## src/design/cocktail_shaker_sorter_core_defines.svh

```systemverilog
// assertion macros used by the sorter controller
`ifndef COCKTAIL_SHAKER_SORTER_CORE_DEFINES_SVH
`define COCKTAIL_SHAKER_SORTER_CORE_DEFINES_SVH

`ifndef SYNTH
// same-cycle implication
`define CSS_ASSERT_IMPL(label, clk, rst, ante, cons) \
  label: assert property (@(posedge clk) disable iff (rst) (ante) |-> (cons)) \
    else $error("assertion failed");
// next-cycle implication
`define CSS_ASSERT_NEXT(label, clk, rst, ante, cons) \
  label: assert property (@(posedge clk) disable iff (rst) (ante) |=> (cons)) \
    else $error("assertion failed");
`else
`define CSS_ASSERT_IMPL(label, clk, rst, ante, cons)
`define CSS_ASSERT_NEXT(label, clk, rst, ante, cons)
`endif

`endif

```

## src/design/css_pkg.sv

```systemverilog
`timescale 1ns / 1ps

package css_pkg;

  localparam int MAX_ELEMENTS = 64;
  localparam int CNT_W        = $clog2(MAX_ELEMENTS + 1);
  localparam int DATA_W       = 32;

  typedef struct packed {
    logic signed [DATA_W-1:0] value;
    logic                     last;
  } item_t;

  typedef struct packed {
    logic signed [DATA_W-1:0] sorted_value;
    logic                     last_out;
    logic                     overflow;
  } result_t;

  // controller to cell row and result register
  typedef struct packed {
    logic insert;
    logic shift;
    logic done;
    logic last_out;
    logic overflow;
  } ctrl_t;

  typedef enum logic [2:0] {
    ST_IDLE   = 3'b001,
    ST_SETTLE = 3'b010,
    ST_DRAIN  = 3'b100
  } state_t;

endpackage

```

## src/design/css_ctrl.sv

```systemverilog
`timescale 1ns / 1ps
`include "cocktail_shaker_sorter_core_defines.svh"

module css_ctrl (
  input  logic           clk,
  input  logic           rst,
  input  logic           start,
  input  logic           last,
  output logic           busy,
  output css_pkg::ctrl_t ctrl
);

  localparam logic [css_pkg::CNT_W-1:0] CntMax = css_pkg::CNT_W'(css_pkg::MAX_ELEMENTS);
  localparam logic [css_pkg::CNT_W-1:0] CntOne = css_pkg::CNT_W'(1);

  css_pkg::state_t              state, state_next;
  logic [css_pkg::CNT_W-1:0]    count, count_next;
  logic [css_pkg::CNT_W-1:0]    settle, settle_next;
  logic [css_pkg::CNT_W-1:0]    remaining, remaining_next;
  logic                         ovf, ovf_next;
  logic                         done, done_next;
  logic                         last_out, last_out_next;
  logic                         ovf_out, ovf_out_next;
  logic                         accept;
  logic                         insert;

  assign busy   = (state != css_pkg::ST_IDLE);
  assign accept = start && !busy;
  assign insert = accept && (count != CntMax);

  always_comb begin
    state_next     = state;
    count_next     = count;
    settle_next    = settle;
    remaining_next = remaining;
    ovf_next       = ovf;
    done_next      = 1'b0;
    last_out_next  = 1'b0;
    ovf_out_next   = 1'b0;
    unique case (state)
      css_pkg::ST_IDLE: begin
        if (accept) begin
          if (insert) begin
            count_next = count + CntOne;
          end else begin
            ovf_next = 1'b1;
          end
          if (last) begin
            state_next     = css_pkg::ST_SETTLE;
            settle_next    = insert ? count + CntOne : count;
            remaining_next = insert ? count + CntOne : count;
          end
        end
      end
      css_pkg::ST_SETTLE: begin
        // let the last carries ripple down the row
        if (settle == '0) begin
          state_next = css_pkg::ST_DRAIN;
        end else begin
          settle_next = settle - CntOne;
        end
      end
      css_pkg::ST_DRAIN: begin
        done_next      = 1'b1;
        last_out_next  = (remaining == CntOne);
        ovf_out_next   = ovf;
        remaining_next = remaining - CntOne;
        if (remaining == CntOne) begin
          state_next = css_pkg::ST_IDLE;
          count_next = '0;
          ovf_next   = 1'b0;
        end
      end
      default: begin
        state_next = css_pkg::ST_IDLE;
      end
    endcase
  end

  always_ff @(posedge clk) begin
    if (rst) begin
      state    <= css_pkg::ST_IDLE;
      count    <= '0;
      ovf      <= 1'b0;
      done     <= 1'b0;
      last_out <= 1'b0;
      ovf_out  <= 1'b0;
    end else begin
      state    <= state_next;
      count    <= count_next;
      ovf      <= ovf_next;
      done     <= done_next;
      last_out <= last_out_next;
      ovf_out  <= ovf_out_next;
    end
  end

  always_ff @(posedge clk) begin
    settle    <= settle_next;
    remaining <= remaining_next;
  end

  assign ctrl.insert   = insert;
  assign ctrl.shift    = (state == css_pkg::ST_DRAIN);
  assign ctrl.done     = done;
  assign ctrl.last_out = last_out;
  assign ctrl.overflow = ovf_out;

  `CSS_ASSERT_IMPL(a_drain_nonempty, clk, rst, state == css_pkg::ST_DRAIN, remaining != '0)
  `CSS_ASSERT_IMPL(a_count_bound, clk, rst, 1'b1, count <= CntMax)
  `CSS_ASSERT_NEXT(a_drain_end, clk, rst, state == css_pkg::ST_DRAIN && remaining == CntOne, state == css_pkg::ST_IDLE && count == '0 && done && last_out)
  `CSS_ASSERT_NEXT(a_close_busy, clk, rst, accept && last, busy && !done)

endmodule

```

## config.mk

```make
export PLATFORM = sky130hd
export DESIGN_NAME = css_ctrl
export DESIGN_NICKNAME = d
export VERILOG_FILES = /design/src/design/css_pkg.sv /design/src/design/css_ctrl.sv
export VERILOG_INCLUDE_DIRS = /design/src /design/src/design
export SDC_FILE = /design/constraint.sdc
export NUM_CORES = 1
export LEC_CHECK = 0
export BUFFER_PORTS_ARGS = -buffer_cell sky130_fd_sc_hd__buf_4
export CAP_MARGIN = 30
export CORE_UTILIZATION = 59
export CTS_CLUSTER_DIAMETER = 150
export CTS_CLUSTER_SIZE = 28
export DETAILED_ROUTE_END_ITERATION = 6
export GPL_TIMING_DRIVEN = 0
export PLACE_DENSITY = 0.86
export SETUP_SLACK_MARGIN = 0.05
export SYNTH_ARGS = -nofsm -noshare
export SYNTH_HDL_FRONTEND = slang
export SYNTH_SLANG_ARGS = --single-unit
```

## constraint.sdc

```tcl
create_clock -name clk -period 2.2 [get_ports clk]
set_input_delay 0.11 -clock clk [delete_from_list [all_inputs] [get_ports clk]]
set_output_delay 0.11 -clock clk [all_outputs]
set_load 0.05 [all_outputs]
```

Word-level counts from Yosys, hierarchy flattened
Cells that the tools add are included.

Register bits: 28. Output and inout bits: 6. RAM bits: 0. Memory bits (read-only): 0. Word-level logic and storage cells: 55. Bits in latches: 0. Input port bits: 4. Memories: 0.

Equality and inequality tests: 12. Muxes and demuxes: 19. Multiply operators: 0. Div/mod/pow operators: 0. Order comparisons: 0. Shifts and indexed selects: 0. Bitwise operators: 1. Add/subtract/negate cells: 3. Reduce and logical (&&, ||, !) cells: 12.

Operators with widths (count): 7-bit 2-to-1 mux (6); 7-bit case mux with 2 select lines (3); 7-bit by 1-bit subtractor with 7-bit output, second input constant (2); 3-bit 2-to-1 mux (4); 4-bit AND reduction (3); 2-bit != test, second input constant (5); 3-bit case mux with 3 select lines (1); 7-bit by 1-bit adder with 7-bit output, second input constant (1); 7-bit by 1-bit equality test with 1-bit output, second input constant (1); 7-bit logical NOT (1); 7-bit != test, second input constant (1); 3-bit AND reduction (2); 1-bit 2-to-1 mux (4); 2-bit nonzero test (2); 3-bit by 1-bit equality test with 1-bit output, second input constant (1); 3-bit by 2-bit equality test with 1-bit output, second input constant (1); 3-bit equality test, second input constant (1); 3-bit by 1-bit != test with 1-bit output, second input constant (1); 1-bit logical AND (2); 2-bit by 1-bit != test with 1-bit output, second input constant (1); 1-bit case mux with 2 select lines (1); 2-bit OR reduction (1); 1-bit logical NOT (1); 1-bit NOT (1).

Depth between registers and ports, before layout
Depth in word-level cells: 8. Gate-level depth with buffers: 7. Mapped depth without buffers: 7.

Worst setup path after synthesis
No wires, ideal clock.

Path kind: register -> register. From: register count[2] (netlist bit). To: register settle[1] (netlist bit), data pin. Setup slack: 547 ps. Cell stages (with the launch flop): 6. Data required time: 1926 ps. Setup time: 274 ps. Arrival: 1379 ps. Clock period less this slack: 1653 ps. Cell sequence: dfxtp_1 or4_4 o21ai_4 inv_2 mux2i_1 mux2i_1.

Word-level cells in the longest chain between the ends: 6.

Ends and longest elaborated chain: from (decl) (line css_ctrl.sv:17) `logic [css_pkg::CNT_W-1:0] count, count_next;`; from (signal assigned) (line css_ctrl.sv:90) `count <= count_next;`; 7-bit != test (line css_ctrl.sv:29) `assign insert = accept && (count != CntMax);`; 1-bit logical AND (line css_ctrl.sv:29); net insert (line css_ctrl.sv:25) `logic insert;`; 7-bit 2-to-1 mux; 7-bit 2-to-1 mux (line css_ctrl.sv:48) `if (last) begin`; 7-bit 2-to-1 mux (line css_ctrl.sv:42) `if (accept) begin`; 7-bit case mux with 2 select lines (line css_ctrl.sv:40) `unique case (state)`; net settle_next, one bit (line css_ctrl.sv:18) `logic [css_pkg::CNT_W-1:0] settle, settle_next;`; to (signal assigned) (line css_ctrl.sv:99) `settle <= settle_next;`; to (decl) (line css_ctrl.sv:18).

The timed path passes the listed nets, and every way through them passes these cells. The select of a mux whose other input is x is not followed. A chain may end at the register's enable or synchronous reset.

Final worst setup path
From: register count[2] (netlist bit). To: output ctrl[4] (netlist bit).

Word-level cells in the longest chain between the ends: 2.

Ends and longest elaborated chain: 7-bit != test (line css_ctrl.sv:29); 1-bit logical AND (line css_ctrl.sv:29); to (decl) (line css_ctrl.sv:10) `output css_pkg::ctrl_t ctrl`.

No other way between the ends.

==> results.py <==
metrics = {
    "floorplan": {
        "dieWidth_um": 54.1,
        "fp.dieArea_sq_um": 2920,
        "core_area_sq_um": 2520,
        "die_h_um": 54.1,
        "ioPinCount": 10,
        "start_util_pct": 63.4,
        "rows": 18,
    },
    "drt": {
        "drt_iter0_drc": 36,
        "routed_via_density": 5.90,
        "vias": 1157,
        "ant_nets": 0,
        "drcViolationCount": 0,
        "routed_wl_um": 3130,
        "first_pass_iters": 4,
        "wire_per_inst_um": 16.0,
    },
    "cts": {
        "insertion_delay_ns": 0.34,
        "htree_levels": 1,
        "cts_tree": "done",
        "clk_pin_slew_worst_paths_ns": 0.14,
        "ctsResizeCount": 0,
        "clock_path_buffers": 2,
        "cts_setup_buffers": 0,
        "numCtsBuffers": 3,
        "cts_root_buffer": "clkbuf_4",
        "ctsHoldBuffers": 0,
        "clkSinkCount": 28,
    },
    "grt": {
        "grt_pass1_wl_um": 5100,
        "track_usage_pct": 25.1,
        "grt_start_max_net_pins": 16,
        "gr-total-overflow": 0,
        "grt_pass1_vias": 1160,
        "antenna_found_initial": 0,
    },
    "timing": {
        "min_period_ns": 2.02,
        "hold_viol_final": 0,
        "final.setup_skew_ns": 0.00749,
        "final.setup.tns_ns": 0,
        "rsz0062_at_grt": "false",
        "finalSetupViolations": 0,
        "tightest_slew_ns": 0.587,
        "maxSlewViolCount": 0,
        "max_freq_mhz": 496,
        "timing.slew.headroom_pct": 60.9,
        "fin_crit_sh_pct": 91.6,
    },
    "worst_setup_path": {
        "crit_required_ns": 2.09,
        "crit_type": "register to output port",
        "start_kind": "register",
        "crit_path_end_kind": "output port",
        "worst-path-max-fanout": 6,
        "worstPathArrival_ns": 1.91,
        "ff2ff_path_depth": 5,
        "reg2reg_slack_ns": 0.24,
    },
    "power": {
        "finalPower_mw": 1.27,
        "powerDensity_nw_per_um2": 736,
        "leakagePower_nw": 0.698,
        "peakVddDrop_uv": 543,
    },
    "synth": {
        "syn_inst": 154,
        "synth_adder_area_share_pct": 4.69,
        "synth_top_area_cell": "edfxtp_1",
        "synth_top_area_share_pct": 26.3,
        "async_flop_share_pct": 0,
        "synth_seq_cells": 28,
        "syn_nets": 164,
        "ys_warn_count": 0,
        "synth_common_cells": "dfxtp_1, edfxtp_1, mux2i_1, nand2_1, xor2_1",
        "synth_top_family_by_area": "simple AND/OR/NAND/NOR gates",
        "synth-simple-area-share_pct": 20.3,
        "synth_xor_area_share_pct": 8.21,
        "synth.area.top_cells": "edfxtp_1, dfxtp_1, mux2i_1",
        "synth_compound_area_share_pct": 9.70,
        "synth-edff-count": 14,
        "synth-seq-area-share_pct": 43.8,
        "synth.area.mux_share_pct": 7.51,
        "netlist_area_sq_um": 1600,
        "synth_cell_types": 43,
        "avgSynthCellArea_sq_um": 10.4,
        "ys.flop_type": "edfxtp_1",
    },
    "place": {
        "dp_hpwl_um": 2390,
        "post_dp_cell_area_sq_um": 1700,
        "place_congestion": 0.824,
        "port_buffers": 8,
    },
    "hold_path": {
        "whs_path_depth": 4,
        "min_path_type": "input pin to register",
    },
    "cells_and_area": {
        "drive_gt1_share_pct": 16.3,
        "utilization_pct": 68.4,
        "syn2layout_area_growth_pct": 7.74,
        "final_cell_area_sq_um": 1720,
        "nets": 177,
        "num_antenna_cells": 0,
    },
    "run": {
        "drv_cap": 0,
    },
    "run_status": {
        "status": "complete, no violations",
    },
}
-- report_power, final --
| group | total (mW) | internal, mW | switching (mW) |
|---|---|---|---|
| registers | 0.677 | 0.624 | 0.0522 |
| clock network | 0.221 | 0.0668 | 0.154 |
| logic | 0.372 | 0.138 | 0.234 |
| total | 1.27 | 0.829 | 0.440 |
-- worst paths after layout --
| check | from | endpoint |
|---|---|---|
| worst max-delay path | count[2]$_SDFFE_PP0P_ | ctrl[4] |
| worst min-delay path | start | state[0]$_SDFFE_PP1P_ |
| worst max register to register | count[2]$_SDFFE_PP0P_ | remaining[1]$_DFFE_PP_ |
| worst min register to register | ovf$_SDFFE_PP0P_ | ovf_out$_SDFF_PP0_ |
-- layout by cell type, fill, tap and decap left out, drive strengths merged, types with 2 or more instances in the layout --
| master | synthesis | routed |
|---|---|---|
| nor3b | 3 | 3 |
| edfxtp | 14 | 14 |
| nor2 | 7 | 7 |
| and2 | 4 | 4 |
| nand2 | 12 | 12 |
| clkinv | 1 | 2 |
| nand2b | 2 | 2 |
| a21oi | 9 | 9 |
| buf | 8 | 16 |
| xnor2 | 4 | 4 |
| xor2 | 11 | 11 |
| and3 | 3 | 3 |
| ha | 6 | 6 |
| nand3 | 5 | 5 |
| clkbuf | 1 | 4 |
| o21ai | 2 | 2 |
| nor3 | 4 | 4 |
| mux2i | 12 | 12 |
| dfxtp | 14 | 14 |
| o2bb2ai | 2 | 2 |
| inv | 9 | 9 |
| or3 | 2 | 2 |
| nor4 | 2 | 2 |
| nand4 | 3 | 3 |
| a211o | 2 | 2 |
-- through the flow --
step                instances  hold WS [ns]  worst slack, ns
floorplan                 154         0.312            0.547
global placement          192         0.451            0.320
detailed placement        192         0.465            0.287
CTS                       196         0.141            0.175
global route              196         0.162            0.101
finish                    196         0.153            0.184
-- logic make-up (layout without fill, tap and decap cells) --
| kind of cell | after synthesis | count (layout) |
|---|---|---|
| AOI/OAI and AO/OA | 21 | 21 |
| xor gates and xnor gates | 15 | 15 |
| adders and majority gates | 6 | 6 |
| buffers and inverters | 19 | 31 |
| DFF | 28 | 28 |
| muxes | 12 | 12 |
| and+or+nand+nor | 53 | 53 |
-- flip-flops by register name, summed over array words and instances, names as in the netlist --
name	cells
settle	7
ovf_out	1
done	1
remaining	7
last_out	1
ovf	1
state	3
count	7
-- worst max-delay path, stage by stage (launching register included) --
cell and delay (ns):
dfxtp_1 0.40, or4_4 0.59, o21ai_4 0.18, inv_2 0.10, buf_4 0.14, buf_4 0.18
-- final cells by class --
type / count / area [sq um]
repair buffers: 8 / 60.1
inverters: 10 / 38.8
fillers: 205 / 798
plain buffers: 9 / 55.1
well taps: 30 / 37.5
multi-input cells: 107 / 806
clock inverters: 1 / 3.75
clock buffers: 3 / 22.5
flip-flops and latches: 28 / 701
-- metal layers --
metal / global-route usage, % / up-vias / routed length [um]
li1: - / 565 / -
met1: 30.2 / 556 / 1330
met2: 43.6 / 27 / 1600
met3: 2.54 / 9 / 106
met4: 13.2 / 0 / 91
met5: 0 / - / 0
Note: power is estimated with default switching activity, not from simulation.
