`config.mk`:
```
export PLATFORM = sky130hd
export DESIGN_NAME = css_cell
export DESIGN_NICKNAME = d
export VERILOG_FILES = /design/src/design/cocktail_shaker_sorter_core_defines.svh /design/src/design/css_pkg.sv /design/src/design/css_cell.sv
export SDC_FILE = /design/constraint.sdc
export NUM_CORES = 1
export LEC_CHECK = 0
export BUFFER_PORTS_ARGS = -buffer_cell sky130_fd_sc_hd__buf_2
export CAP_MARGIN = 15
export CORE_AREA = 2 2 81 160
export DETAILED_ROUTE_END_ITERATION = 10
export DIE_AREA = 0 0 83 162
export GPL_TIMING_DRIVEN = 0
export PLACE_DENSITY = 0.59
export SLEW_MARGIN = 20
export SYNTH_ARGS = -nofsm -noshare
export SYNTH_HDL_FRONTEND = slang
export SYNTH_SLANG_ARGS = --single-unit
export TNS_END_PERCENT = 30
```
`constraint.sdc`:
```
create_clock -name clk -period 4.4 [get_ports clk]
set_input_delay 0 -clock clk [delete_from_list [all_inputs] [get_ports clk]]
set_output_delay 0 -clock clk [all_outputs]
set_load 0.005 [all_outputs]
```
`src/design/cocktail_shaker_sorter_core_defines.svh`:
```
// assertion macros used by the sorter controller
`ifndef COCKTAIL_SHAKER_SORTER_CORE_DEFINES_SVH
`define COCKTAIL_SHAKER_SORTER_CORE_DEFINES_SVH

`ifndef SYNTH
// same-cycle implication
`define CSS_ASSERT_IMPL(label, clk, rst, ante, cons) \
  label: assert property (@(posedge clk) disable iff (rst) (ante) |-> (cons)) \
    else $error("assertion failed");
// next-cycle implication
`define CSS_ASSERT_NEXT(label, clk, rst, ante, cons) \
  label: assert property (@(posedge clk) disable iff (rst) (ante) |=> (cons)) \
    else $error("assertion failed");
`else
`define CSS_ASSERT_IMPL(label, clk, rst, ante, cons)
`define CSS_ASSERT_NEXT(label, clk, rst, ante, cons)
`endif

`endif

```
`src/design/css_pkg.sv`:
```
`timescale 1ns / 1ps

package css_pkg;

  localparam int MAX_ELEMENTS = 64;
  localparam int CNT_W        = $clog2(MAX_ELEMENTS + 1);
  localparam int DATA_W       = 32;

  typedef struct packed {
    logic signed [DATA_W-1:0] value;
    logic                     last;
  } item_t;

  typedef struct packed {
    logic signed [DATA_W-1:0] sorted_value;
    logic                     last_out;
    logic                     overflow;
  } result_t;

  // controller to cell row and result register
  typedef struct packed {
    logic insert;
    logic shift;
    logic done;
    logic last_out;
    logic overflow;
  } ctrl_t;

  typedef enum logic [2:0] {
    ST_IDLE   = 3'b001,
    ST_SETTLE = 3'b010,
    ST_DRAIN  = 3'b100
  } state_t;

endpackage

```
`src/design/css_cell.sv`:
```
`timescale 1ns / 1ps

module css_cell (
  input  logic                                 clk,
  input  logic                                 rst,
  input  logic                                 shift,
  input  logic                                 carry_in_valid,
  input  logic signed [css_pkg::DATA_W-1:0]    carry_in_value,
  input  logic                                 next_valid,
  input  logic signed [css_pkg::DATA_W-1:0]    next_value,
  output logic                                 stored_valid,
  output logic signed [css_pkg::DATA_W-1:0]    stored_value,
  output logic                                 carry_out_valid,
  output logic signed [css_pkg::DATA_W-1:0]    carry_out_value
);

  always_ff @(posedge clk) begin
    if (rst) begin
      stored_valid    <= 1'b0;
      carry_out_valid <= 1'b0;
    end else if (shift) begin
      // drain: move one place toward the head
      stored_valid    <= next_valid;
      carry_out_valid <= 1'b0;
    end else if (carry_in_valid) begin
      stored_valid    <= 1'b1;
      carry_out_valid <= stored_valid;
    end else begin
      carry_out_valid <= 1'b0;
    end
  end

  // drain takes the next cell's value; otherwise keep the smaller value, hand the larger one on
  always_ff @(posedge clk) begin
    if (shift) begin
      stored_value <= next_value;
    end else if (carry_in_valid) begin
      if (!stored_valid) begin
        stored_value <= carry_in_value;
      end else if (carry_in_value < stored_value) begin
        stored_value    <= carry_in_value;
        carry_out_value <= stored_value;
      end else begin
        carry_out_value <= carry_in_value;
      end
    end
  end

endmodule

```
# [Word-level counts from Yosys, hierarchy flattened]
# Cells that the tools add are included.
[word_totals] reg_bits=66 latch_bits=0 ramBits=0 mem_bits_ro=0 out_inout_bits=66 memories=0
[classes] n_addsub=0 multipliers=0 div=0 n_lt_le_gt_ge=1 n_eq_ne=1 shifts=0 muxes=7 n_bitwise=2 reduce_logical=4
[op_table] cell="2-to-1 mux 32 bit" count=5
[op_table] cell="less-than comparator 32 bit" count=1
[op_table] cell="!= test 3 x 2 -> 1 bit, second input constant" count=1
[op_table] cell="AND reduction 3 bit" count=1
[op_table] cell="OR reduction 3 bit" count=1
[op_table] cell="2-to-1 mux 1 bit" count=2
[op_table] cell="inverter 1 bit" count=2
[op_table] cell="AND reduction 2 bit" count=1
[op_table] cell="nonzero test 2 bit" count=1

# [Longest topological paths before layout]
# Gate-level depths: netlist of run 1.
[logic_depth] word_depth=5 mapped_depth=9 ltp_nobuf=8

# [Least setup slack after synthesis of run 1]
# OpenSTA, ideal clock, no wires.
[synth_timing] path_type="register -> register" startpoint="register stored_value[25] (netlist bit)" endpoint="register stored_value[0] (netlist bit), enable pin" setup_time_ns=0.391 t_arrival_ns=2.918 required_ns=4.009 slack_ns=1.091 path_stages_with_launch=10 path_buffers=1 path_cell_list="edfxtp_1 inv_1 ha_1 a21o_1 a221o_1 a211oi_2 o22ai_1 a211oi_4 buf_6 o22a_1"
[synth_via] elab_chain_len=3
[synth_lines] item="start: declaration" line="css_cell.sv:12" text="output logic signed [css_pkg::DATA_W-1:0] stored_value,"
[synth_lines] item="start signal: assignment" line="css_cell.sv:36" text="stored_value <= next_value;"
[synth_lines] item="start signal: assignment" line="css_cell.sv:39" text="stored_value <= carry_in_value;"
[synth_lines] item="start signal: assignment" line="css_cell.sv:41" text="stored_value <= carry_in_value;"
[synth_lines] item="less-than comparator 32 bit" line="css_cell.sv:40" text="end else if (carry_in_value < stored_value) begin"
[synth_lines] item="!= test 3 x 2 -> 1 bit (no source line)"
[synth_lines] item="AND reduction 2 bit (no source line)"
# No other way between the ends.
# A chain may end at the register's enable or synchronous reset.

# [Final worst setup path of run 1]
[layout_timing] startpoint="register stored_value[2] (netlist bit)" endpoint="register stored_value[14] (netlist bit), enable pin"
# Same word-level chain as after synthesis.

==> summary.txt, run 1 <==
Worst setup path
  – Crit-path cells: inv_1 -> ha_1 -> a211o_1 -> a31oi_1 -> o221ai_1 -> a211o_1 -> a211oi_4 -> buf_6 -> o22a_2 -> buf_16
  – Most common cell on crit path: a211o_1
  – Critical R2R Launch: stored_value[2]$_DFFE_PP_
  – Startpoint class of the critical path: register
  – WP data arrival: 3.43 ns
  – Critical path's slowest cell: o22a_2
  – CP max stage delay: 0.48 ns
  – CP endpoint kind: register
  – CP startpoint: stored_value[2]$_DFFE_PP_
  – Max FO, Critical Path: 17
  – Critical path class: reg2reg
  – CP Data Required Time: 4.43 ns

Timing
  – Fmax: 0.2937 GHz
  – Final setup TNS: 0 ns
  – Final Hold Viols: 0
  – Slew headroom: 0.5683
  – Least-Margin Pin Slew: 0.6475 ns
  – RSZ-0062 raised after global routing: false
  – Fin crit period: 3.405 ns
  – Setup violators final: 0
  – Crit share post-route: 0.7739
  – Clock skew: 0.01141 ns
  – Slew Viols, Final: 0

Layout
  – Antenna Cells: 0
  – Post-route cell area: 5254 µm²
  – P&R area growth vs syn: 46.72%
  – Layout cells sized above 1: 0.4834
  – Final #Nets: 548
  – Fill count: 1131

Global route
  – GRT Residual Overflow: 0
  – Largest net degree at the start of global routing: 18
  – Initial antenna violation count: 0
  – Vias in the first global route: 2989
  – Gr usage total: 0.1446
  – First-pass GRT wire length: 15010 µm

Route
  – Wirelength, routed: 9491 µm
  – Drt first-iter violations: 79
  – Vias: 2776
  – Routed Antenna Nets: 0
  – TritonRoute pass-1 iters: 4
  – # DRC: 0
  – Routed wire length per instance: 15.82 µm
  – Vias per std cell: 4.627

CTS
  – TritonCTS clock tree: built
  – H-tree depth: 3
  – CTS Buffer Depth: 2
  – CTS root buf: clkbuf_16
  – Clock Latency Late Sink: 0.33 ns
  – TritonCTS Sinks: 66
  – Total CTS buffers: 9
  – # hold bufs at CTS: 44
  – Clock transition at path regs: 0.06 ns
  – Post-CTS Setup Bufs: 0
  – Post-CTS resize count: 0

Synthesis
  – Sequential share of the synthesized area: 0.5479
  – Unique masters post-synth: 29
  – Post-synth net total: 358
  – Synth Area in Adders: 0.1083
  – Post-synthesis simple-gate area fraction: 0.04018
  – Total number of yosys warnings: 0
  – XOR/XNOR Fraction of Synth Area: 0
  – Synthesized cell area: 3581 µm²
  – Mean post-synth cell area: 13.88 µm²
  – Largest family of logic cells by synthesized area: multiplexers
  – Multiplexer share of the synthesized area: 0.2013
  – Complex-gate fraction of the synthesized area: 0.05416
  – #FFs+latches synth: 66
  – Post-Syn Instances: 258

Floorplanning
  – Core area: 12200 µm²
  – FP Rows: 57
  – Die Wd: 83 µm
  – Die area: 13450 µm²
  – Ports: 135
  – Die Y: 162 µm
  – Initial core utilization: 0.2936

Min path
  – Hold_sp: next_value[8]
  – Min-delay worst type: in2reg

Pwr
  – Pwr dens: 371.5 nW/µm²
  – VDD IR-drop max: 0.0002732 V
  – P_leak: 2.332 nW

Job
  – MaxCap Viol Count: 0

Place
  – HPWL after DPL: 7235 µm
  – Placed instance area: 4494 µm²
  – Buffers added on ports: 133
  – GPL Wtd Cong: 0.7746

Status
  – Status: finished clean
-- synthesized netlist by cell type, drive strengths merged --
library cell / n / area share
o22ai: 1 / 0.0017
and2: 2 / 0.0035
ha: 31 / 0.11
a211oi: 2 / 0.0091
dfxtp: 2 / 0.011
nand2: 7 / 0.0073
and4: 2 / 0.0049
a221oi: 1 / 0.0024
a211o: 2 / 0.0049
a31oi: 1 / 0.0017
a21o: 2 / 0.0042
o221ai: 1 / 0.0024
or3: 1 / 0.0017
clkbuf: 4 / 0.0042
buf: 3 / 0.0094
nand4: 3 / 0.0052
nand3: 3 / 0.0042
nor3: 1 / 0.0014
mux2: 64 / 0.20
nand2b: 2 / 0.0035
o21ai: 3 / 0.0042
edfxtp: 64 / 0.54
a21oi: 13 / 0.018
inv: 33 / 0.035
a221o: 1 / 0.0028
nor2: 8 / 0.0084
o22a: 1 / 0.0024
-- path summary, 6_finish.rpt --
check                          endpoint  slack (ns)  cells past startpoint
max          stored_value[14]$_DFFE_PP_        0.99                     10
max reg2reg  stored_value[14]$_DFFE_PP_        0.99                     10
min reg2reg  carry_out_valid$_SDFF_PP0_        0.59                      2
min           stored_value[8]$_DFFE_PP_       0.007                      2
-- registers in the layout (all words and copies together), names as in the netlist --
name	flops
stored_value	32
stored_valid	1
carry_out_valid	1
carry_out_value	32
-- cells by family (layout without fill, tap and decap cells) --
logic type | count (synthesis) | count (layout)
mux | 64 | 64
buf+inv | 40 | 235
fa+ha+maj | 31 | 31
compound gates | 28 | 28
simple gates | 29 | 29
flops | 66 | 66
-- worst max-delay path: cells and delay by family (launching register included) --
family          cells  cell delay, ns
buf+inv             3            0.53
fa+ha+maj           1            0.23
flops               1            0.39
compound gates      6            1.95
-- where the power goes --
part           total, mW  switching, mW  leakage, nW  internal, mW
registers          0.780         0.0255        0.631         0.755
clock network      0.768          0.273        0.153         0.495
logic              0.403          0.180         1.55         0.223
total               1.95          0.479         2.33          1.47
-- per-stage QoR --
step	power [mW]	setup WS, ns	util	hold WS, ns	std cells
finish	1.952	0.9947	0.4308	0.007444	600
global route	2.050	0.7821	0.4308	0.006045	600
CTS	1.984	0.8789	0.4308	0.0006525	600
detailed placement	1.172	0.9032	0.3685	0.1816	540
global placement	1.153	0.1867	0.3633	0.1747	538
floorplan	1.021	1.091	-	0.07238	258
-- cells in the final DEF (no fill, tap or decap), types with 2 or more instances in the layout --
| cell type | netlist | layout |
|---|---|---|
| nand4_1 | 3 | 3 |
| dfxtp_1 | 2 | 2 |
| inv_1 | 33 | 33 |
| mux2_1 | 2 | 2 |
| nand3_1 | 3 | 3 |
| edfxtp_1 | 64 | 64 |
| a211o_1 | 2 | 2 |
| nand2_1 | 7 | 7 |
| buf_16 | 0 | 2 |
| clkinv_4 | 0 | 2 |
| o21ai_0 | 3 | 3 |
| buf_6 | 3 | 3 |
| clkbuf_16 | 0 | 9 |
| ha_1 | 31 | 31 |
| and4_1 | 2 | 2 |
| mux2_2 | 62 | 62 |
| a21oi_1 | 13 | 13 |
| a21o_1 | 2 | 2 |
| nand2b_1 | 2 | 2 |
| dlygate4sd3_1 | 0 | 44 |
| clkbuf_1 | 4 | 4 |
| and2_1 | 2 | 2 |
| bufinv_16 | 0 | 2 |
| nor2_1 | 8 | 7 |
| buf_2 | 0 | 133 |
-- per-layer routing --
layer | GRT usage | vias up | part of all wire
li1 | - | 1343 | -
met1 | 0.1418 | 1346 | 0.35
met2 | 0.2867 | 78 | 0.60
met3 | 0.02744 | 9 | 0.034
met4 | 0.06259 | 0 | 0.019
met5 | 0 | - | 0
-- layout make-up --
| cell class | instances | area (µm²) | share of cell area |
|---|---|---|---|
| plain buffers | 7 | 48.80 | 0.009288 |
| clock inverters | 7 | 93.84 | 0.01786 |
| inverters | 33 | 123.9 | 0.02358 |
| clock buffers | 9 | 225.2 | 0.04287 |
| repair buffers | 179 | 1161 | 0.2210 |
| well taps | 147 | 183.9 | 0.03501 |
| flip-flops and latches | 66 | 1962 | 0.3734 |
| multi-input cells | 152 | 1455 | 0.2770 |
No activity file was read; power rests on OpenSTA's default activity.
==> inputs of run 2 (changes only) <==
--- a/config.mk
+++ b/config.mk
@@ -11,7 +11,7 @@
 export DETAILED_ROUTE_END_ITERATION = 10
 export DIE_AREA = 0 0 83 162
 export GPL_TIMING_DRIVEN = 0
-export PLACE_DENSITY = 0.59
+export PLACE_DENSITY = 0.61
 export SLEW_MARGIN = 20
 export SYNTH_ARGS = -nofsm -noshare
 export SYNTH_HDL_FRONTEND = slang
==> constraint.sdc (replaced) <==
create_clock -name clk -period 2.75 [get_ports clk]
set_input_delay 0 -clock clk [delete_from_list [all_inputs] [get_ports clk]]
set_output_delay 0 -clock clk [all_outputs]
set_load 0.005 [all_outputs]
==> run 2 against run 1 <==
  * The flow now finishes with violations (setup timing)
  * Worst setup slack worse by 1.0 ns
  * Critical endpoint is now carry_out_value[8]$_DFFE_PP_
  * Power grew 60%
  * Largest power group unchanged
  * Clock skew fell by 0.00068 ns
==> summary.txt, run 2 (same netlist as run 1, synthesis figures left out) <==
Status
  – Status: complete, but fails checks (was finished clean)
  – Failing checks: setup timing

Timing
  – Slew Viols, Final: 0 (unchanged)
  – Final Hold Viols: 0 (unchanged)
  – Crit share post-route: 1.019 (was 0.7739)
  – RSZ-0062 raised after global routing: true (was false)
  – Final setup TNS: -0.8248 ns (was 0 ns)
  – Final WS setup: -0.05209 ns (was 0.9947 ns)
  – Setup violators final: 46 (was 0)
  – Slew headroom: 0.5006 (was 0.5683)
  – Clock skew: 0.01074 ns (was 0.01141 ns)
  – Fin crit period: 2.802 ns (was 3.405 ns)
  – Fmax: 0.3569 GHz (was 0.2937 GHz)
  – Least-Margin Pin Slew: 0.7490 ns (was 0.6475 ns)

Route
  – Routed wire length per instance: 16.07 µm (was 15.82 µm)
  – Routed Antenna Nets: 0 (unchanged)
  – Wirelength, routed: 9720 µm (was 9491 µm)
  – Vias: 2753 (was 2776)
  – Vias per std cell: 4.550 (was 4.627)
  – TritonRoute pass-1 iters: 4 (unchanged)
  – Drt first-iter violations: 85 (was 79)
  – # DRC: 0 (unchanged)

Layout
  – Post-route cell area: 5469 µm² (was 5254 µm²)
  – Layout cells sized above 1: 0.5284 (was 0.4834)
  – Multi-input logic area: 1613 µm² (was 1455 µm²)
  – Layout Utilization: 0.4484 (was 0.4308)
  – Top flop regs: carry_out_value: 32 flops, stored_value: 32 flops (unchanged)
  – Final Non-Filler Cells: 605 (was 600)
  – Commonest non-fill, non-tap cell in the layout: buf_2 (unchanged)
  – Antenna Cells: 0 (unchanged)
  – P&R area growth vs syn: 52.73% (was 46.72%)
  – Reg area: 1962 µm² (unchanged)
  – Fill count: 1134 (was 1131)
  – Most frequent cells in the layout: buf_2, edfxtp_1, mux2_2 (unchanged)
  – Final #Nets: 553 (was 548)

Global route
  – Grt met3 use: 0.02439 (was 0.02744)
  – Met2 GRT Util: 0.2878 (was 0.2867)
  – Most Used Layer, Global Route: met2 (unchanged)
  – Vias in the first global route: 2980 (was 2989)
  – First-pass GRT wire length: 14960 µm (was 15010 µm)
  – Largest net degree at the start of global routing: 19 (was 18)
  – Gr usage total: 0.1444 (was 0.1446)
  – Initial antenna violation count: 0 (unchanged)
  – GRT Residual Overflow: 0 (unchanged)
  – Met1 Use GR: 0.1421 (was 0.1418)

Worst setup path
  – Startpoint class of the critical path: register (unchanged)
  – WP data arrival: 2.87 ns (was 3.43 ns)
  – Most common cell on crit path: a211o_1 (unchanged)
  – Worst path bufs/invs: 3 (unchanged)
  – Critical path class: reg2reg (unchanged)
  – Worst path top cell family by delay: compound AO/OA/AOI/OAI gates (unchanged)
  – Crit-path cells: inv_2 -> ha_4 -> a211o_1 -> a31oi_2 -> o221ai_2 -> a211o_1 -> a211oi_4 -> buf_6 -> clkbuf_16 -> mux2_4 (was inv_1 -> ha_1 -> a211o_1 -> a31oi_1 -> o221ai_1 -> a211o_1 -> a211oi_4 -> buf_6 -> o22a_2 -> buf_16)
  – CP Data Required Time: 2.82 ns (was 4.43 ns)
  – Max FO, Critical Path: 5 (was 17)
  – CP max stage delay: 0.39 ns (was 0.48 ns)
  – Critical path's slowest cell: edfxtp_1 (was o22a_2)
  – CP endpoint kind: register (unchanged)

Place
  – Buffers added on ports: 133 (unchanged)
  – Cells after DPL: 539 (was 540)
  – HPWL after DPL: 6949 µm (was 7235 µm)
  – Placed instance area: 4474 µm² (was 4494 µm²)
  – GPL Wtd Cong: 0.7397 (was 0.7746)

CTS
  – H-tree depth: 3 (unchanged)
  – CTS Buffer Depth: 2 (unchanged)
  – Clock Latency Late Sink: 0.33 ns (about the same)
  – TritonCTS clock tree: built (unchanged)
  – TritonCTS Sinks: 66 (unchanged)
  – Total CTS buffers: 9 (unchanged)
  – CTS root buf: clkbuf_16 (unchanged)
  – Clock transition at path regs: 0.06 ns (about the same)

Floorplanning
  – Core area: 12200 µm² (unchanged)
  – Die Wd: 83 µm (unchanged)
  – FP Rows: 57 (unchanged)
  – Initial core utilization: 0.2936 (unchanged)
  – Die area: 13450 µm² (unchanged)
  – Die Y: 162 µm (unchanged)
  – Ports: 135 (unchanged)

Pwr
  – Total power: 3.120 mW (was 1.952 mW)
  – Sw power: 0.7926 mW (was 0.4787 mW)
  – Internal Pwr Total: 2.327 mW (was 1.473 mW)
  – VDD IR-drop max: 0.0003222 V (was 0.0002732 V)
  – Pwr dens: 570.5 nW/µm² (was 371.5 nW/µm²)
  – Clock network power share: 0.336 (was 0.393)
  – Combinational power share: 0.265 (was 0.207)
  – P_leak: 2.462 nW (was 2.332 nW)
  – Switching share of power: 0.2540 (was 0.2453)
  – Sequential share of power: 0.400 (about the same)

Min path
  – Min-delay worst type: in2reg (unchanged)

Job
  – MaxCap Viol Count: 0 (unchanged)
-- run 2: cell type report --
| class | count | share of cell area |
|---|---|---|
| Buffer | 7 | 0.01373 |
| Clock buffer | 13 | 0.04576 |
| Timing Repair Buffer | 183 | 0.2274 |
| Sequential cell | 66 | 0.3587 |
| Multi-Input combinational cell | 153 | 0.2949 |
| Clock inverter | 3 | 0.003203 |
| Inverter | 33 | 0.02265 |
| Tap cell | 147 | 0.03363 |
-- run 2: worst reg2reg max path: stages (launching register included) --
cell and delay, ns:
edfxtp_1 0.39, inv_2 0.08, ha_4 0.20, a211o_1 0.27
a31oi_2 0.18, o221ai_2 0.14, a211o_1 0.33, a211oi_4 0.29
buf_6 0.21, clkbuf_16 0.17, mux2_4 0.29
-- run 2: timing repair --
| action | in CTS | in global routing |
|---|---|---|
| endpoints found under the setup margin | 63 | 63 |
| setup buffers | 9 | 3 |
| gates cloned | 2 | 1 |
| hold endpoints to repair | 35 | 0 |
| hold buffers | 35 | 0 |
| pin swaps | 7 | 8 |
| gates resized for setup | 25 | 14 |
-- run 2: final timing paths --
check | cells past startpoint | slack, ns | startpoint | end
max | 10 | -0.05 | stored_value[2]$_DFFE_PP_ | carry_out_value[8]$_DFFE_PP_
min | 2 | 0.009 | carry_in_value[29] | carry_out_value[29]$_DFFE_PP_
max reg2reg | 10 | -0.05 | stored_value[2]$_DFFE_PP_ | carry_out_value[8]$_DFFE_PP_
min reg2reg | 1 | 0.61 | stored_value[28]$_DFFE_PP_ | carry_out_value[28]$_DFFE_PP_
-- run 2: power by group through the flow --
stage | combinational, mW | sequential (mW) | clock (mW)
final | 0.825 | 1.25 | 1.05
after global routing | 0.905 | 1.26 | 1.12
after CTS | 0.781 | 1.25 | 1.07
after detailed placement | 0.597 | 1.27 | 0
after global placement | 0.580 | 1.27 | 0
after floorplan | 0.367 | 1.27 | 0
-- run 2: per-layer routing --
metal	part of all wire	vias up	routed length, µm
li1	-	1354	-
met1	0.36	1308	3480
met2	0.58	79	5652
met3	0.038	12	368
met4	0.022	0	218
met5	0	-	0
-- run 2: through the flow --
step                      setup slack [ns]  hold slack, ns
after floorplan                    0.01789         0.07238
after global placement             -0.5678          0.1741
after detailed placement           -0.5093          0.1785
after CTS                          -0.1010       0.0005570
after global routing               -0.1687        0.008117
final                             -0.05209        0.009452
==> inputs of run 3 (changes only) <==
==> constraint.sdc (replaced) <==
create_clock -name clk -period 2.75 [get_ports clk]
set_input_delay 0.275 -clock clk [delete_from_list [all_inputs] [get_ports clk]]
set_output_delay 0.275 -clock clk [all_outputs]
set_load 0.005 [all_outputs]
==> run 3 against run 2 <==
  * The run still ends with setup timing left
  * Final cell count fell by 5.8%
  * Register-to-register slack barely moved
  * Sequential power barely moved
  * Die area did not move
  * Hold slack improved by 0.11 ns
  * Via count fell by 4.5%
  * Flip-flop and latch count did not move
  * Clock skew fell by 0.00093 ns
==> summary.txt, run 3 (same netlist as run 1, synthesis figures left out) <==
Global route
  – Largest net degree at the start of global routing: 19 (unchanged)
  – Initial antenna violation count: 0 (unchanged)
  – First-pass GRT wire length: 14390 µm (was 14960 µm)
  – Vias in the first global route: 2831 (was 2980)
  – Gr usage total: 0.1397 (was 0.1444)
  – GRT Residual Overflow: 0 (unchanged)

Min path
  – Hold_sp: rst (was carry_in_value[29])
  – Hold Path Cell Cnt: 2 (unchanged)
  – Min-delay worst type: in2reg (unchanged)

Worst setup path
  – CP Data Required Time: 2.82 ns (about the same)
  – Startpoint class of the critical path: register (unchanged)
  – Worst path bufs/invs: 3 (unchanged)
  – Critical path's slowest cell: edfxtp_1 (unchanged)
  – Critical R2R Launch: stored_value[2]$_DFFE_PP_ (unchanged)
  – Max FO, Critical Path: 5 (unchanged)
  – Worst path top cell family by delay: compound AO/OA/AOI/OAI gates (unchanged)
  – CP endpoint kind: register (unchanged)
  – Cell depth of the worst setup path: 10 (unchanged)
  – WP data arrival: 2.87 ns (about the same)
  – Most common cell on crit path: a211o_1 (unchanged)
  – Critical path class: reg2reg (unchanged)
  – CP max stage delay: 0.39 ns (about the same)
  – Reg2reg path depth: 10 (unchanged)
  – CP startpoint: stored_value[2]$_DFFE_PP_ (unchanged)
  – Crit-path cells: inv_2 -> ha_4 -> a211o_1 -> a31oi_2 -> o221ai_2 -> a211o_1 -> a211oi_4 -> buf_6 -> clkbuf_16 -> mux2_4 (unchanged)

Status
  – Status: complete, but fails checks (unchanged)
  – Failing checks: setup timing (unchanged)

Route
  – TritonRoute pass-1 iters: 5 (was 4)
  – Vias per std cell: 4.611 (was 4.550)
  – Drt first-iter violations: 68 (was 85)
  – Routed Antenna Nets: 0 (unchanged)
  – Vias: 2628 (was 2753)
  – Wirelength, routed: 9432 µm (was 9720 µm)
  – # DRC: 0 (unchanged)
  – Routed wire length per instance: 16.55 µm (was 16.07 µm)

CTS
  – Clock Latency Late Sink: 0.32 ns (was 0.33 ns)
  – CTS Buffer Depth: 2 (unchanged)
  – Clock transition at path regs: 0.06 ns (about the same)
  – TritonCTS Sinks: 66 (unchanged)
  – Total CTS buffers: 9 (unchanged)
  – # hold bufs at CTS: 0 (was 35)
  – CTS root buf: clkbuf_16 (unchanged)
  – H-tree depth: 3 (unchanged)
  – TritonCTS clock tree: built (unchanged)

Floorplanning
  – FP Rows: 57 (unchanged)
  – Core area: 12200 µm² (unchanged)
  – Initial core utilization: 0.2936 (unchanged)
  – Ports: 135 (unchanged)
  – Die Y: 162 µm (unchanged)
  – Die Wd: 83 µm (unchanged)
  – Die area: 13450 µm² (unchanged)

Timing
  – Crit share post-route: 1.019 (about the same)
  – Final Hold Viols: 0 (unchanged)
  – Fin crit period: 2.802 ns (about the same)
  – Clock skew: 0.009808 ns (was 0.01074 ns)
  – Setup violators final: 50 (was 46)
  – Least-Margin Pin Slew: 0.7179 ns (was 0.7490 ns)
  – RSZ-0062 raised after global routing: true (unchanged)
  – Final WS setup: -0.05241 ns (was -0.05209 ns)
  – Slew headroom: 0.5214 (was 0.5006)
  – Fmax: 0.3568 GHz (was 0.3569 GHz)
  – Slew Viols, Final: 0 (unchanged)
  – Final setup TNS: -0.8999 ns (was -0.8248 ns)

Layout
  – Antenna Cells: 0 (unchanged)
  – Final #Nets: 518 (was 553)
  – Commonest non-fill, non-tap cell in the layout: buf_2 (unchanged)
  – Layout Utilization: 0.4197 (was 0.4484)
  – Most frequent cells in the layout: buf_2, edfxtp_1, mux2_2 (unchanged)
  – Layout cells sized above 1: 0.5721 (was 0.5284)
  – P&R area growth vs syn: 42.94% (was 52.73%)
  – Top flop regs: carry_out_value: 32 flops, stored_value: 32 flops (unchanged)

Place
  – Buffers added on ports: 133 (unchanged)
  – HPWL after DPL: 6949 µm (unchanged)
  – GPL Wtd Cong: 0.7397 (unchanged)

Job
  – MaxCap Viol Count: 0 (unchanged)

Pwr
  – P_leak: 2.314 nW (was 2.462 nW)
  – VDD IR-drop max: 0.0003145 V (was 0.0003222 V)
  – Pwr dens: 600.9 nW/µm² (was 570.5 nW/µm²)
  – Total power: 3.076 mW (was 3.120 mW)
==> run 3: final cells by class <==
cell class | instances | area, µm²
Sequential cell | 66 | 1962
Multi-Input combinational cell | 153 | 1613
Inverter | 33 | 123.9
Timing Repair Buffer | 148 | 893.4
Tap cell | 147 | 183.9
Fill cell | 1169 | 7077
Clock inverter | 3 | 17.52
Buffer | 7 | 75.07
Clock buffer | 13 | 250.2
==> run 3: layer usage <==
metal | routed length [µm] | global-route usage | vias to the layer above
li1 | - | - | 1284
met1 | 3318 | 0.1366 | 1259
met2 | 5488 | 0.2749 | 73
met3 | 393 | 0.02744 | 12
met4 | 231 | 0.06408 | 0
met5 | 0 | 0 | -
==> run 3: power breakdown <==
group / total [mW] / switching (mW) / internal [mW]
clock network: 1.04 / 0.411 / 0.632
registers: 1.25 / 0.0397 / 1.21
logic: 0.785 / 0.331 / 0.454
total: 3.08 / 0.781 / 2.29
==> run 3: through the flow <==
step           setup slack (ns)  cell area, µm²  hold WS, ns  std cells
2_1_floorplan           0.01789            3590       0.3474        258
3_3_place_gp            -0.8428            4439       0.4491        538
3_5_place_dp            -0.5329            4474       0.4535        539
4_1_cts                 -0.1010            5005      0.09958        566
5_1_grt                 -0.1683            5119       0.1161        570
6_report               -0.05241            5119       0.1180        570
==> run 3: timing repair <==
action                     4_1_cts  5_1_grt
cloned                           2        1
pin swaps                        7        8
resized for setup               25       14
setup endpoints to repair       63       63
buffers inserted                 9        3
==> run 3: worst paths after layout <==
check	end	slack, ns
max	carry_out_value[8]$_DFFE_PP_	-0.05
min	stored_valid$_SDFFE_PP0P_	0.12
max reg2reg	carry_out_value[8]$_DFFE_PP_	-0.05
min reg2reg	carry_out_value[29]$_DFFE_PP_	0.61
